<file path="src/hdl/cpre_pkg.sv">
package cpre_pkg;

    localparam int FEATURE_DEPTH_DEF    = 4096;
    localparam int MAX_OUT_CHANNELS_DEF = 64;
    localparam int MAX_KERNEL           = 15;

    localparam int CFG_IDX_W  = 3;
    localparam int CFG_DATA_W = 28;

    localparam logic [CFG_IDX_W-1:0] CFG_IN_WIDTH     = 3'd0;
    localparam logic [CFG_IDX_W-1:0] CFG_IN_HEIGHT    = 3'd1;
    localparam logic [CFG_IDX_W-1:0] CFG_IN_CHANNELS  = 3'd2;
    localparam logic [CFG_IDX_W-1:0] CFG_OUT_WIDTH    = 3'd3;
    localparam logic [CFG_IDX_W-1:0] CFG_OUT_HEIGHT   = 3'd4;
    localparam logic [CFG_IDX_W-1:0] CFG_OUT_CHANNELS = 3'd5;
    localparam logic [CFG_IDX_W-1:0] CFG_WINDOW_SHAPE = 3'd6;
    localparam logic [CFG_IDX_W-1:0] CFG_STEP_SHAPE   = 3'd7;

    localparam logic ACT_STATS   = 1'b0;
    localparam logic ACT_FEATURE = 1'b1;

    typedef struct packed {
        logic              action;
        logic [5:0]        channel;
        logic signed [7:0] ch_mean;
        logic signed [7:0] ch_spread;
        logic signed [7:0] feature_value;
        logic              last_feature;
    } in_item_t;

    typedef struct packed {
        logic [5:0]         out_channel;
        logic signed [31:0] range_min;
        logic signed [31:0] range_max;
        logic               last_channel;
    } out_item_t;

    typedef struct packed {
        logic load_stats;
        logic load_feat;
        logic pos_init;
        logic row_next;
        logic pos_next;
        logic tap_init;
        logic tap_row_next;
        logic tap_col_next;
        logic pix_calc;
        logic addr_calc;
        logic ch_read;
        logic sqrt_go;
        logic chan_init;
        logic chan_mul;
        logic chan_upd;
        logic out_next;
        logic finish;
    } cmd_t;

    typedef struct packed {
        logic pos_done;
        logic row_done;
        logic tap_rows_done;
        logic tap_cols_done;
        logic tap_in_bounds;
        logic ch_done;
        logic sqrt_done;
        logic chan_done;
    } stat_t;

endpackage

</file>
<file path="src/hdl/cpre_ctrl.sv">
module cpre_ctrl
(
    input  logic          clk,
    input  logic          rst_n,
    input  logic          start,
    input  logic          action,
    input  logic          last_feature,
    input  cpre_pkg::stat_t stat,
    output cpre_pkg::cmd_t  cmd,
    output logic          busy,
    output logic          result_valid
);
    import cpre_pkg::*;

    typedef enum logic [3:0] {
        ST_IDLE,
        ST_POS_CHECK,
        ST_TAP_INIT,
        ST_TAP_CHECK,
        ST_ADDR,
        ST_CH,
        ST_SQRT_GO,
        ST_SQRT_WAIT,
        ST_CHAN_RD,
        ST_CHAN_MUL,
        ST_CHAN_UPD,
        ST_OUT_RD,
        ST_OUT_SHOW
    } state_t;

    state_t state_reg, state_next;

    always_comb
    begin
        cmd        = '0;
        state_next = state_reg;
        unique case (state_reg)
            ST_IDLE:
            begin
                if (start)
                begin
                    if (action == ACT_FEATURE)
                    begin
                        cmd.load_feat = 1'b1;
                        if (last_feature)
                        begin
                            cmd.pos_init = 1'b1;
                            state_next   = ST_POS_CHECK;
                        end
                    end
                    else
                    begin
                        cmd.load_stats = 1'b1;
                    end
                end
            end
            ST_POS_CHECK:
            begin
                priority if (stat.pos_done)
                begin
                    cmd.chan_init = 1'b1;
                    state_next    = ST_OUT_RD;
                end
                else if (stat.row_done)
                begin
                    cmd.row_next = 1'b1;
                end
                else
                begin
                    state_next = ST_TAP_INIT;
                end
            end
            ST_TAP_INIT:
            begin
                cmd.tap_init = 1'b1;
                state_next   = ST_TAP_CHECK;
            end
            ST_TAP_CHECK:
            begin
                priority if (stat.tap_rows_done)
                begin
                    state_next = ST_SQRT_GO;
                end
                else if (stat.tap_cols_done)
                begin
                    cmd.tap_row_next = 1'b1;
                end
                else if (stat.tap_in_bounds)
                begin
                    cmd.pix_calc = 1'b1;
                    state_next   = ST_ADDR;
                end
                else
                begin
                    cmd.tap_col_next = 1'b1;
                end
            end
            ST_ADDR:
            begin
                cmd.addr_calc = 1'b1;
                state_next    = ST_CH;
            end
            ST_CH:
            begin
                if (stat.ch_done)
                begin
                    cmd.tap_col_next = 1'b1;
                    state_next       = ST_TAP_CHECK;
                end
                else
                begin
                    cmd.ch_read = 1'b1;
                end
            end
            ST_SQRT_GO:
            begin
                cmd.sqrt_go = 1'b1;
                state_next  = ST_SQRT_WAIT;
            end
            ST_SQRT_WAIT:
            begin
                if (stat.sqrt_done)
                begin
                    cmd.chan_init = 1'b1;
                    state_next    = ST_CHAN_RD;
                end
            end
            ST_CHAN_RD:
            begin
                if (stat.chan_done)
                begin
                    cmd.pos_next = 1'b1;
                    state_next   = ST_POS_CHECK;
                end
                else
                begin
                    state_next = ST_CHAN_MUL;
                end
            end
            ST_CHAN_MUL:
            begin
                cmd.chan_mul = 1'b1;
                state_next   = ST_CHAN_UPD;
            end
            ST_CHAN_UPD:
            begin
                cmd.chan_upd = 1'b1;
                state_next   = ST_CHAN_RD;
            end
            ST_OUT_RD:
            begin
                if (stat.chan_done)
                begin
                    cmd.finish = 1'b1;
                    state_next = ST_IDLE;
                end
                else
                begin
                    state_next = ST_OUT_SHOW;
                end
            end
            ST_OUT_SHOW:
            begin
                cmd.out_next = 1'b1;
                state_next   = ST_OUT_RD;
            end
            default:
            begin
                state_next = ST_IDLE;
            end
        endcase
    end

    always_ff @(posedge clk or negedge rst_n)
    begin
        if (!rst_n)
        begin
            state_reg <= ST_IDLE;
        end
        else
        begin
            state_reg <= state_next;
        end
    end

    assign busy         = (state_reg != ST_IDLE);
    assign result_valid = (state_reg == ST_OUT_SHOW);

endmodule

</file>
<file path="config.mk">
export PLATFORM = sky130hd
export DESIGN_NAME = cpre_ctrl
export DESIGN_NICKNAME = d
export VERILOG_FILES = /design/src/hdl/cpre_pkg.sv /design/src/hdl/cpre_ctrl.sv
export SDC_FILE = /design/constraint.sdc
export NUM_CORES = 1
export LEC_CHECK = 0
export ABC_AREA = 1
export BUFFER_PORTS_ARGS = -buffer_cell sky130_fd_sc_hd__buf_2
export CAP_MARGIN = 20
export CORE_MARGIN = 1
export CORE_UTILIZATION = 40
export DETAILED_ROUTE_END_ITERATION = 12
export PLACE_DENSITY = 0.69
export SYNTH_ARGS = -nofsm -noshare
export SYNTH_HDL_FRONTEND = slang
export SYNTH_SLANG_ARGS = --single-unit
</file>
<file path="constraint.sdc">
create_clock -name clk -period 3.5 [get_ports clk]
set_clock_uncertainty 0.05 [all_clocks]
set_input_delay 1.05 -clock clk [delete_from_list [all_inputs] [get_ports clk]]
set_output_delay 1.05 -clock clk [all_outputs]
set_load 0.005 [all_outputs]
</file>
==> impl_metrics.env <==
export IMPL_clock_latency_ns=0.23
export IMPL_root_buffer="clkbuf_4"
export IMPL_io_buffers=31
export IMPL_cts_tree="done"
export IMPL_cts_resized=0
export IMPL_grt_overflow=0
export IMPL_worstPathArrival_ns=1.65
export IMPL_p_sw_w=0.000282
export IMPL_cp_start_kind="input port"
export IMPL_worstRegToRegCells=6
export IMPL_ant_nets=0
export IMPL_numCtsBuffers=3
export IMPL_cp_max_fo=4
export IMPL_cts_max_path_buffers=2
export IMPL_peakVddDrop_uv=389
export IMPL_synth_area_leader_cell="nand2_1"
export IMPL_synth_flop_cell="dfrtp_1"
export IMPL_whs_path_depth=2
export IMPL_syn2layout_area_growth_pct=33.0
export IMPL_finalSetupTns_ns=0
export IMPL_synth_async_reset_ratio_pct=100
export IMPL_netlist_instances=102
export IMPL_hp_start="state_reg[0]"
export IMPL_cts_sinks=4
export IMPL_chipHeight_um=39.8
export IMPL_switching_share_pct=55.0
export IMPL_p_comb_share_pct=69.7
export IMPL_synth_area_leaders="nand2_1, dfrtp_1, inv_1, nand3_2, nor2_1"
export IMPL_status="complete, no violations"
export IMPL_synth_top_area_share_pct=19.0
export IMPL_nets=150
export IMPL_grt_max_degree=10
export IMPL_start_util_pct=43.4
export IMPL_cts_setup_buffers=0
export IMPL_vias=723
export IMPL_yosys_warnings=0
export IMPL_p_total_w=0.000513
export IMPL_p_leak_nw=0.529
export IMPL_maxSlewHeadroom_pct=76.3
export IMPL_syn_nets=115
export IMPL_first_pass_iters=4
export IMPL_core_area_um2=1320
export IMPL_fillCellCount=157
export IMPL_fmax_ghz=0.363
export IMPL_min_period_ns=2.75
export IMPL_dp_hpwl_mm=1.16
export IMPL_clk_pin_slew_ns=0.03
export IMPL_ctsHoldBuffers=0
export IMPL_rsz0062_at_grt="no"
export IMPL_cp_end_kind="output port"
export IMPL_yosysUniqueCellTypes=15
export IMPL_drive_above_1_share_pct=40.7
export IMPL_syn_avg_cell_area_um2=5.61
export IMPL_grt_pass1_wl_mm=2.17
export IMPL_ctsHtreeMaxLevel=1
export IMPL_netlist_area_um2=572
export IMPL_finalWirelength_mm=1.41
export IMPL_synth_commonest_cells="nand2_1, inv_1, nor2_1, nand3_1"
export IMPL_worstSetupStartpoint="stat[5]"
export IMPL_crit_type="input port to output port"
export IMPL_vias_per_cell=4.82
export IMPL_pwr_share_seq_pct=19.2
export IMPL_synth_edf_count=0
export IMPL_intPower_w=0.000231
export IMPL_track_usage_pct=20.0
export IMPL_finalCritPeriodShare_pct=78.7
export IMPL_min_path_type="flop to flop"
export IMPL_grt_pass1_vias=539
export IMPL_finalMaxSlewViolations=0
export IMPL_route_detailed_drc=0
export IMPL_antenna_found_initial=0
export IMPL_ys_seq_area_share_pct=17.5
export IMPL_drtIter0Drc=16
export IMPL_largest_register_ffs=4
export IMPL_max_slew_worst_pin_slew_ns=0.354
export IMPL_maxCapViolCount=0
export IMPL_die_w_um=39.8
export IMPL_ios=32
export IMPL_dieArea_um2=1580
export IMPL_num_rows=13
export IMPL_rr_startpoint="state_reg[1]"
export IMPL_p_per_area_nw_per_um2=674
export IMPL_setup_viol=0
export IMPL_finalHoldViolCount=0
export IMPL_wl_per_cell_um=9.40
export IMPL_required_ns=2.40
export IMPL_antennaDiodeCount=0
export IMPL_ys_ff_latch=4
export IMPL_synth_most_common_cell="nand2_1"
export IMPL_clkPwrFrac_pct=11.1
export IMPL_gp_congestion=0.834
-- layout by cell type, fill, tap and decap left out, types with 3 or more instances in the layout --
cell type,instances
buf_2,31
clkbuf_4,3
dfrtp_1,4
inv_1,18
inv_2,6
nand2_1,29
nand3_1,8
nand3_2,6
nor2_1,14
nor2_2,6
nor3_1,3
-- final timing paths --
kind	endpoint	slack [ns]
max	cmd[9]	0.75
min	state_reg[0]	0.51
max reg2reg	state_reg[0]	2.11
min reg2reg	state_reg[0]	0.51
max in group asynchronous	state_reg[1]	2.72
min in group asynchronous	state_reg[2]	0.56
-- metal layers --
layer / GRT usage, % / wire (um) / up-vias / share of wire, %
met5: 0 / 0 / - / 0
met4: 0 / 0 / 0 / 0
met3: 6.82 / 78 / 0 / 5.5
met2: 32.4 / 656 / 25 / 47
met1: 26.9 / 675 / 325 / 48
li1: - / - / 373 / -
-- power groups by stage --
stage          combinational, W  sequential (W)  clock (W)
2_1_floorplan          0.000267       0.0000929          0
3_3_place_gp           0.000356       0.0000978          0
3_5_place_dp           0.000357       0.0000991          0
4_1_cts                0.000359       0.0000986  0.0000587
5_1_grt                0.000399        0.000103  0.0000624
6_report               0.000357       0.0000986  0.0000570
-- worst max-delay path, stage by stage --
cell and delay, ns:
buf_2 0.12, nor2_1 0.13, nand3_2 0.10, o22ai_1 0.12, buf_2 0.13
-- logic make-up (layout without fill, tap and decap cells) --
kind of cell,Yosys count,in the layout,synth area share (%)
buffers and inverters,25,58,17.1
flip-flops,4,4,17.5
AO/OA/AOI/OAI,1,1,1.09
AND/OR/NAND/NOR,72,72,64.3
-- metrics by stage --
| step | hold WS (ns) | area, um2 | cells | setup slack, ns | utilization, % |
|---|---|---|---|---|---|
| after floorplan | 0.453 | 572 | 102 | 1.01 | - |
| after global placement | 0.483 | 738 | 147 | 0.784 | 56.0 |
| after detailed placement | 0.494 | 738 | 147 | 0.745 | 56.0 |
| after CTS | 0.503 | 761 | 150 | 0.748 | 57.7 |
| after global routing | 0.552 | 761 | 150 | 0.731 | 57.7 |
| final | 0.505 | 761 | 150 | 0.747 | 57.7 |
-- cell type report --
type	count	area [um2]	area share, %
clock buffers	3	22.5	2.96
inverters	24	90.1	11.8
multi-input cells	73	374	49.2
flip-flops and latches	4	100	13.2
well taps	15	18.8	2.47
repair buffers	31	155	20.4
Power figures use the tool's default switching activity.
